### config.mk
export PLATFORM = sky130hd
export DESIGN_NAME = ansi_escape_key_decoder_unit
export DESIGN_NICKNAME = d
export VERILOG_FILES = /design/src/rtl/aekd_pkg.sv /design/src/rtl/ansi_escape_key_decoder_unit.sv /design/src/rtl/aekd_in_reg.sv /design/src/rtl/aekd_decode.sv
export SDC_FILE = /design/constraint.sdc
export NUM_CORES = 1
export LEC_CHECK = 0
export ABC_AREA = 1
export ABC_CLOCK_PERIOD_IN_PS = 6700
export BUFFER_PORTS_ARGS = -buffer_cell sky130_fd_sc_hd__buf_4
export CAP_MARGIN = 20
export CORE_MARGIN = 3
export CORE_UTILIZATION = 40
export DETAILED_ROUTE_END_ITERATION = 8
export GPL_TIMING_DRIVEN = 0
export PLACE_DENSITY = 0.69
export RECOVER_POWER = 25
export SETUP_SLACK_MARGIN = 0.3
export SYNTH_ARGS = -nofsm -noshare
export SYNTH_HDL_FRONTEND = slang
export SYNTH_HIERARCHICAL = 1
export SYNTH_SLANG_ARGS = --single-unit
export TNS_END_PERCENT = 100
### constraint.sdc
create_clock -name aclk -period 6.7 [get_ports aclk]
set_input_delay 1.34 -clock aclk [delete_from_list [all_inputs] [get_ports aclk]]
set_output_delay 1.34 -clock aclk [all_outputs]
set_load 0.01 [all_outputs]
### src/rtl/aekd_pkg.sv
// ----------------------------------------------------------------------------
// aekd_pkg
// Event codes, byte constants, phase codes, shared types and the plain byte classifier of the decoder.
// ----------------------------------------------------------------------------
package aekd_pkg;

    localparam int unsigned BYTE_W  = 8;
    localparam int unsigned KIND_W  = 4;
    localparam int unsigned CHAR_W  = 7;
    localparam int unsigned PHASE_W = 2;
    localparam int unsigned NUM_W   = 8;

    localparam logic [KIND_W-1:0] EV_NONE      = 4'd0;
    localparam logic [KIND_W-1:0] EV_CHAR      = 4'd1;
    localparam logic [KIND_W-1:0] EV_ENTER     = 4'd2;
    localparam logic [KIND_W-1:0] EV_BACKSPACE = 4'd3;
    localparam logic [KIND_W-1:0] EV_TAB       = 4'd4;
    localparam logic [KIND_W-1:0] EV_UP        = 4'd5;
    localparam logic [KIND_W-1:0] EV_DOWN      = 4'd6;
    localparam logic [KIND_W-1:0] EV_RIGHT     = 4'd7;
    localparam logic [KIND_W-1:0] EV_LEFT      = 4'd8;
    localparam logic [KIND_W-1:0] EV_HOME      = 4'd9;
    localparam logic [KIND_W-1:0] EV_END       = 4'd10;
    localparam logic [KIND_W-1:0] EV_DELETE    = 4'd11;
    localparam logic [KIND_W-1:0] EV_PGUP      = 4'd12;
    localparam logic [KIND_W-1:0] EV_PGDN      = 4'd13;

    localparam logic [PHASE_W-1:0] PH_NORMAL = 2'd0;
    localparam logic [PHASE_W-1:0] PH_ESC    = 2'd1;
    localparam logic [PHASE_W-1:0] PH_CSI    = 2'd2;
    localparam logic [PHASE_W-1:0] PH_DIGITS = 2'd3;

    localparam logic [BYTE_W-1:0] B_BS    = 8'h08;
    localparam logic [BYTE_W-1:0] B_TAB   = 8'h09;
    localparam logic [BYTE_W-1:0] B_LF    = 8'h0A;
    localparam logic [BYTE_W-1:0] B_CR    = 8'h0D;
    localparam logic [BYTE_W-1:0] B_ESC   = 8'd27;
    localparam logic [BYTE_W-1:0] B_DEL   = 8'h7F;
    localparam logic [BYTE_W-1:0] B_SPACE = 8'd32;
    localparam logic [BYTE_W-1:0] B_TILDE = 8'd126;
    localparam logic [BYTE_W-1:0] B_CTRL_HI = 8'd26;
    localparam logic [BYTE_W-1:0] B_LBRACK = 8'h5B;
    localparam logic [BYTE_W-1:0] B_SS3   = 8'h4F;
    localparam logic [BYTE_W-1:0] B_ZERO  = 8'h30;
    localparam logic [BYTE_W-1:0] B_NINE  = 8'h39;
    localparam logic [BYTE_W-1:0] B_UP    = 8'h41;
    localparam logic [BYTE_W-1:0] B_DOWN  = 8'h42;
    localparam logic [BYTE_W-1:0] B_RIGHT = 8'h43;
    localparam logic [BYTE_W-1:0] B_LEFT  = 8'h44;
    localparam logic [BYTE_W-1:0] B_END   = 8'h46;
    localparam logic [BYTE_W-1:0] B_HOME  = 8'h48;

    localparam logic [NUM_W-1:0] NUM_MAX    = 8'd255;
    localparam logic [NUM_W-1:0] NUM_DELETE = 8'd3;
    localparam logic [NUM_W-1:0] NUM_PGUP   = 8'd5;
    localparam logic [NUM_W-1:0] NUM_PGDN   = 8'd6;

    typedef struct packed {
        logic [KIND_W-1:0] kind;
        logic [CHAR_W-1:0] ch;
    } aekd_event_t;

    typedef struct packed {
        logic valid;
        logic advance;
    } aekd_ctrl_t;

    function automatic aekd_event_t classify_plain(input logic [BYTE_W-1:0] b);
        aekd_event_t ev;
        ev.kind = EV_NONE;
        ev.ch   = '0;
        if (b == B_DEL || b == B_BS) begin
            ev.kind = EV_BACKSPACE;
        end else if (b == B_TAB) begin
            ev.kind = EV_TAB;
        end else if (b == B_LF) begin
            ev.kind = EV_ENTER;
        end else if ((b >= B_SPACE && b <= B_TILDE) || (b != '0 && b <= B_CTRL_HI)) begin
            ev.kind = EV_CHAR;
            ev.ch   = b[CHAR_W-1:0];
        end
        return ev;
    endfunction

endpackage

### src/rtl/ansi_escape_key_decoder_unit.sv
// ----------------------------------------------------------------------------
// ansi_escape_key_decoder_unit
// Terminal byte to key event decoder with ANSI/VT100 escape handling.
// ----------------------------------------------------------------------------
//  Channel   Direction  Handshake           Payload
//  s_        in         s_valid / s_ready   s_rx_byte[7:0]
//  m_        out        m_valid / m_ready   m_event_kind[3:0], m_char_code[6:0]
//
//  One item per cycle sustained while m_ready is high; an accepted item is
//  decoded from the input register and registered onto m_valid and the payload.
//  Reset clears the escape phase, the number and both valid flags.
//  A stalled result holds the result register; the input register drains into
//  it the same cycle the result is taken, so a stall costs no bubbles.
// ----------------------------------------------------------------------------
module ansi_escape_key_decoder_unit
    import aekd_pkg::*;
(
    input  logic              aclk,
    input  logic              aresetn,
    input  logic              s_valid,
    output logic              s_ready,
    input  logic [BYTE_W-1:0] s_rx_byte,
    output logic              m_valid,
    input  logic              m_ready,
    output logic [KIND_W-1:0] m_event_kind,
    output logic [CHAR_W-1:0] m_char_code
);

    logic              in_valid;
    logic [BYTE_W-1:0] in_byte;
    logic              out_free;
    aekd_ctrl_t        ctrl;
    aekd_event_t       ev;
    logic              m_valid_reg;
    logic              m_valid_next;
    aekd_event_t       result_reg;
    aekd_event_t       result_next;

    assign out_free     = !m_valid_reg || m_ready;
    assign ctrl.valid   = in_valid;
    assign ctrl.advance = in_valid && out_free;

    aekd_in_reg u_in_reg (
        .aclk      (aclk),
        .aresetn   (aresetn),
        .s_valid   (s_valid),
        .s_ready   (s_ready),
        .s_rx_byte (s_rx_byte),
        .advance   (ctrl.advance),
        .in_valid  (in_valid),
        .in_byte   (in_byte)
    );

    aekd_decode u_decode (
        .aclk    (aclk),
        .aresetn (aresetn),
        .ctrl    (ctrl),
        .in_byte (in_byte),
        .ev      (ev)
    );

    always_comb begin
        m_valid_next = m_valid_reg;
        result_next  = result_reg;
        if (ctrl.advance) begin
            m_valid_next = 1'b1;
            result_next  = ev;
        end else if (m_ready) begin
            m_valid_next = 1'b0;
        end
    end

    always_ff @(posedge aclk) begin
        if (!aresetn) begin
            m_valid_reg <= 1'b0;
        end else begin
            m_valid_reg <= m_valid_next;
        end
        result_reg <= result_next;
    end

    assign m_valid      = m_valid_reg;
    assign m_event_kind = result_reg.kind;
    assign m_char_code  = result_reg.ch;

endmodule

### src/rtl/aekd_in_reg.sv
// ----------------------------------------------------------------------------
// aekd_in_reg
// Input register: captures one received byte and holds it until decoded.
// ----------------------------------------------------------------------------
module aekd_in_reg
    import aekd_pkg::*;
(
    input  logic              aclk,
    input  logic              aresetn,
    input  logic              s_valid,
    output logic              s_ready,
    input  logic [BYTE_W-1:0] s_rx_byte,
    input  logic              advance,
    output logic              in_valid,
    output logic [BYTE_W-1:0] in_byte
);

    logic              valid_reg;
    logic              valid_next;
    logic [BYTE_W-1:0] byte_reg;
    logic [BYTE_W-1:0] byte_next;
    logic              take;

    assign s_ready = !valid_reg || advance;
    assign take    = s_valid && s_ready;

    always_comb begin
        valid_next = valid_reg;
        byte_next  = byte_reg;
        if (take) begin
            valid_next = 1'b1;
            byte_next  = s_rx_byte;
        end else if (advance) begin
            valid_next = 1'b0;
        end
    end

    always_ff @(posedge aclk) begin
        if (!aresetn) begin
            valid_reg <= 1'b0;
        end else begin
            valid_reg <= valid_next;
        end
        byte_reg <= byte_next;
    end

    assign in_valid = valid_reg;
    assign in_byte  = byte_reg;

endmodule

### src/rtl/aekd_decode.sv
// ----------------------------------------------------------------------------
// aekd_decode
// Escape phase tracker and key classifier; state moves when an item advances.
// ----------------------------------------------------------------------------
module aekd_decode
    import aekd_pkg::*;
(
    input  logic              aclk,
    input  logic              aresetn,
    input  aekd_ctrl_t        ctrl,
    input  logic [BYTE_W-1:0] in_byte,
    output aekd_event_t       ev
);

    logic [PHASE_W-1:0] phase_reg;
    logic [PHASE_W-1:0] phase_next;
    logic [NUM_W-1:0]   num_reg;
    logic [NUM_W-1:0]   num_next;
    logic               is_digit;
    logic [3:0]         digit;
    logic [11:0]        num_acc;
    aekd_event_t        ev_c;

    assign is_digit = (in_byte >= B_ZERO) && (in_byte <= B_NINE);
    assign digit    = in_byte[3:0];
    assign num_acc  = {1'b0, num_reg, 3'b000} + {3'b000, num_reg, 1'b0} + {8'd0, digit};

    always_comb begin
        phase_next = phase_reg;
        num_next   = num_reg;
        ev_c.kind  = EV_NONE;
        ev_c.ch    = '0;
        if (in_byte == B_CR) begin
            phase_next = PH_NORMAL;
            num_next   = '0;
            ev_c.kind  = EV_ENTER;
        end else begin
            unique case (phase_reg)
                PH_ESC: begin
                    if (in_byte == B_LBRACK || in_byte == B_SS3) begin
                        phase_next = PH_CSI;
                    end else begin
                        phase_next = PH_NORMAL;
                        num_next   = '0;
                        ev_c       = classify_plain(in_byte);
                    end
                end
                PH_CSI: begin
                    if (is_digit) begin
                        num_next   = {4'd0, digit};
                        phase_next = PH_DIGITS;
                    end else begin
                        phase_next = PH_NORMAL;
                        num_next   = '0;
                        priority if (in_byte == B_UP) begin
                            ev_c.kind = EV_UP;
                        end else if (in_byte == B_DOWN) begin
                            ev_c.kind = EV_DOWN;
                        end else if (in_byte == B_RIGHT) begin
                            ev_c.kind = EV_RIGHT;
                        end else if (in_byte == B_LEFT) begin
                            ev_c.kind = EV_LEFT;
                        end else if (in_byte == B_HOME) begin
                            ev_c.kind = EV_HOME;
                        end else if (in_byte == B_END) begin
                            ev_c.kind = EV_END;
                        end else begin
                            ev_c = classify_plain(in_byte);
                        end
                    end
                end
                PH_DIGITS: begin
                    if (is_digit) begin
                        // saturate at the top of the number range
                        num_next = (num_acc > {4'd0, NUM_MAX}) ? NUM_MAX : num_acc[NUM_W-1:0];
                    end else if (in_byte == B_TILDE) begin
                        phase_next = PH_NORMAL;
                        num_next   = '0;
                        priority if (num_reg == NUM_DELETE) begin
                            ev_c.kind = EV_DELETE;
                        end else if (num_reg == NUM_PGUP) begin
                            ev_c.kind = EV_PGUP;
                        end else if (num_reg == NUM_PGDN) begin
                            ev_c.kind = EV_PGDN;
                        end else begin
                            ev_c.kind = EV_NONE;
                        end
                    end else begin
                        phase_next = PH_NORMAL;
                        num_next   = '0;
                        ev_c       = classify_plain(in_byte);
                    end
                end
                default: begin
                    if (in_byte == B_ESC) begin
                        phase_next = PH_ESC;
                    end else begin
                        ev_c = classify_plain(in_byte);
                    end
                end
            endcase
        end
    end

    always_ff @(posedge aclk) begin
        if (!aresetn) begin
            phase_reg <= PH_NORMAL;
            num_reg   <= '0;
        end else if (ctrl.valid && ctrl.advance) begin
            phase_reg <= phase_next;
            num_reg   <= num_next;
        end
    end

    assign ev = ev_c;

endmodule

* After elaboration in Yosys (flattened, before gate mapping)
Index checks and enable logic that the tools add are counted.
** Word-level totals
- Bits in read-only memories :: 0
- Bits in writable memories :: 0
- Bits in latches :: 0
- Bits in registers :: 31
- Memories :: 0
** Operators by class
- Bitwise operators :: 0
- Shift-type cells :: 0
- Order comparisons :: 6
- Divide/modulo/power cells :: 0
- Multiply operators :: 0
- Add/subtract/negate cells :: 2
- Mux-type cells :: 45
- Reduce and logical (&&, ||, !) cells :: 20
- Equality and inequality tests :: 23
** Operators with widths (number)
- == test 8 x 7 -> 1 bit (second input constant) :: 10
- 2-to-1 mux 7 bit :: 10
- 2-to-1 mux 4 bit :: 14
- 2-to-1 mux 11 bit :: 4
- 2-to-1 mux 8 bit :: 5
- one-hot mux 11 bit (3 select lines) :: 1
- == test 8 x 4 -> 1 bit (second input constant) :: 4
- one-hot mux 8 bit (3 select lines) :: 1
- == test 8 x 3 -> 1 bit (second input constant) :: 2
- >= comparator 8 x 6 -> 1 bit (second input constant) :: 2
- adder 11 x 9 -> 12 bit :: 1
- adder 12 x 4 -> 12 bit :: 1
- > comparator 12 x 8 -> 1 bit (second input constant) :: 1
- 2-to-1 mux 2 bit :: 5
- == test 8 x 2 -> 1 bit (second input constant) :: 1
- == test 8 x 5 -> 1 bit (second input constant) :: 1
- <= comparator 8 x 5 -> 1 bit (second input constant) :: 1
- <= comparator 8 x 6 -> 1 bit (second input constant) :: 1
- <= comparator 8 x 7 -> 1 bit (second input constant) :: 1
- nonzero test 8 bit :: 1
- logical AND 1 bit :: 6
- one-hot mux 2 bit (3 select lines) :: 1
- AND reduction 3 bit :: 2
- logical OR 1 bit :: 5
- 9 further kinds :: 15

* Longest topological paths before layout
- Depth in word-level cells :: 15
- Mapped depth :: 15
- Depth with buffers taken out :: 15

* Cells and area by module
Netlist, hierarchy kept.
** By module, submodules not included
- aekd_decode :: cells each 304, area an instance 1729.2 µm², sequential area each 200.2 µm², times used 1
- ansi_escape_key_decoder_unit :: cells each 18, area an instance 381.6 µm², sequential area each 350.3 µm², times used 1
- aekd_in_reg :: cells each 15, area an instance 291.5 µm², sequential area each 260.2 µm², times used 1

* Worst setup path before layout
Ideal clock, no wire load.
- Path type :: input -> output
- From :: input port m_ready
- To :: output port s_ready
- Data arrival time :: 2245 ps
- Stages on the path :: 4
- Path buffers :: 0
- Path slack :: 3115 ps
- Cell sequence :: inv_2 > a21oi_1 > inv_2 > nand2_2
** Between the ends
- Word-level cells in the longest chain between the ends :: 3
** Ends and longest elaborated chain
- from (decl) :: line ansi_escape_key_decoder_unit.sv:24 : input logic m_ready,
- logical OR 1 bit :: line ansi_escape_key_decoder_unit.sv:39 : assign out_free = !m_valid_reg || m_ready;
- logical AND 1 bit :: line ansi_escape_key_decoder_unit.sv:41 : assign ctrl.advance = in_valid && out_free;
- logical OR 1 bit :: line aekd_in_reg.sv:24 : assign s_ready = !valid_reg || advance;
- to (decl) :: line ansi_escape_key_decoder_unit.sv:21 : output logic s_ready,
Every way passes these cells.

* Final worst setup path
Same ends and word-level chain as after synthesis.

==> metrics.csv <==
metric;value;unit
cp-end-kind;output pin;
nets;402;
area_delta_synth_final;15.5;%
start_util;42.6;%
cap_violations;0;
die_x;83.5;µm
pin_count;25;
hp-class;reg2reg;
cp.arrival;2.10;ns
power_frac_clock;39.9;%
cpPeakStageDelay;0.25;ns
syn_area_per_cell;7.13;µm²
antenna_cells;0;
cts_buffer_depth;2;
ctsHtreeMaxLevel;2;
ys_warn_count;6;
finalClockSkew;0.00278;ns
drtIter0Drc;155;
peakVddDrop;139;µV
ys_seq_area_share;33.8;%
synth.area.mux_share;0;%
grt_use_total;15.6;%
tightest_slew;0.670;ns
intPower;0.339;mW
grt_pass1_vias;2012;
die_area;6970;µm²
finalCritPeriodShare;51.4;%
cts_resized;0;
port_buffers;24;
cts.sinks;31;
ys_seq_elements;31;
post-dp-hpwl;4220;µm
ys.flop_type;edfxtp_1;
setup_viol;0;
combPwrFrac;9.9;%
grt_first_pass_wirelength;9070;µm
fp-row-count;27;
gp_congestion;0.925;
critPathBufInv;4;
ant_nets;0;
core;5640;µm²
hold_violations;0;
die_h;83.5;µm
cts_hold_buf;0;
synth_edf_count;19;
vias;2230;
startpoint_type;input pin;
synth.distinct_cells;35;
syn_inst;337;
placed_cells;434;
worst_slack;3.26;ns
swShare;22.9;%
outcome;complete, no violations;
yosys.area_share.simple;34.7;%
synth-compound-area-share;10.7;%
clk_latency;0.28;ns
route.detailed.drc;0;
final_cells;442;
crit_chain;clkbuf_4 -> inv_1 -> a21oi_1 -> clkinv_1 -> nand2_2 -> buf_4;
fmax;0.291;GHz
synth_fa_ha_area_share;11.6;%
dr.pass1.iters;4;
wire_per_inst;11.7;µm
synth-xor-area-share;1.46;%
required;5.36;ns
post_cts_buffers;0;
cts.clk_slew.worst_paths;0.06;ns
grt_overflow;0;
relSlewSlack;55.4;%
wirelength;5190;µm
netlist_area;2400;µm²
cts_tree;done;
rsz0062_at_grt;no;
grt_antenna_before_repair;0;
drive_above_1_share;13.5;%
grt_max_degree;12;
async_flop_share;0;%
p_sw;0.100;mW
critPathTopFamily;buffers and inverters;
synth_top_family_by_area;simple AND/OR/NAND/NOR gates;
ctsRootBufferMaster;clkbuf_8;
crit_fanout;3;
hold_ws;0.492;ns
seqPwrFrac;50.2;%
routed_via_density;5.05;
preCtsSetupSlack;3.38;ns
setup_tns;0;ns
p_per_area;158;nW/µm²
cts_buffers;5;
slowest_stage;a21oi_1;
synth_nets;370;
slew_viol_final;0;
period_needed;3.44;ns
path_class;in2out;
cellLeakagePower;1.34;nW
[layout by cell type, fill, tap and decap left out, types with 2 or more instances in the layout]
| cell type | n |
|---|---|
| nand3_1 | 28 |
| fa_1 | 2 |
| xor2_1 | 2 |
| nor2_1 | 46 |
| edfxtp_1 | 19 |
| buf_4 | 15 |
| a21oi_1 | 26 |
| inv_1 | 43 |
| xnor2_1 | 2 |
| nor3_1 | 4 |
| clkbuf_8 | 5 |
| o21ai_0 | 9 |
| clkbuf_4 | 9 |
| clkinv_1 | 3 |
| inv_2 | 2 |
| nand4_1 | 5 |
| o21ai_1 | 2 |
| nand2_1 | 88 |
| dfxtp_1 | 12 |
| nand2_2 | 5 |
| nor3_2 | 4 |
| a31oi_1 | 2 |
| ha_1 | 19 |
[synth_stat cells, drive strengths merged, types with 2 or more instances]
cell    count  share of area [%]
xnor2       2               0.73
dfxtp      12                 10
o21ai      12                2.7
nor3        9                3.4
nor2       47                7.4
a31oi       2               0.52
fa          2                1.7
nand4       5                1.3
nand2      93                 15
inv        46                7.2
edfxtp     19                 24
xor2        2               0.73
a21oi      27                5.9
nand3      29                6.2
ha         19                9.9
nand3b      2               0.78
[layout make-up]
class                           count  area (µm²)
Tap cell                           72        90.1
Multi-Input combinational cell    258        1400
Clock buffer                        5        68.8
Clock inverter                      3        38.8
Sequential cell                    31         811
Timing Repair Buffer               25         184
Fill cell                         561        2870
Inverter                           47         176
Buffer                              1        11.3
[worst min-delay path, stage by stage (launching register included)]
cell     delay [ns]
dfxtp_1        0.34
nand2_2        0.07
a21oi_1        0.05
[per-stage QoR]
step	util [%]	power (mW)	instance area [µm²]
detailed placement	47.5	0.269	2680
floorplan	-	0.249	2400
global route	49.2	0.459	2780
CTS	49.4	0.444	2790
finish	49.2	0.439	2780
global placement	47.4	0.268	2670
[metal layers]
layer	GRT usage, %	routed length (µm)	vias to the layer above
met3	2.86	381	4
met5	0	0	-
met2	22.7	2190	57
met4	4.68	40	0
li1	-	-	1171
met1	23.4	2580	998
[final timing paths]
check                                           end                 from  cells after the start  slack (ns)
worst min register to register              m_valid              m_valid                      2        0.49
worst max register to register  u_decode/num_reg[3]  u_in_reg/in_byte[3]                     14        3.81
worst min-delay path                        m_valid              m_valid                      2        0.49
worst max-delay path                        s_ready              m_ready                      6        3.26
[cells by family after synthesis]
kind of cell,count (synthesis)
compound gates,46
xor+xnor,4
buf+inv,48
simple gates,187
fa+ha+maj,21
flops,31
[power by group through the flow]
| stage | Sequential (mW) | Clock (mW) | Combinational, mW |
|---|---|---|---|
| floorplan | 0.225 | 0 | 0.0243 |
| global placement | 0.224 | 0 | 0.0438 |
| detailed placement | 0.224 | 0 | 0.0449 |
| CTS | 0.220 | 0.179 | 0.0451 |
| global route | 0.221 | 0.188 | 0.0497 |
| finish | 0.220 | 0.175 | 0.0436 |
No activity file was read; power rests on OpenSTA's default activity.
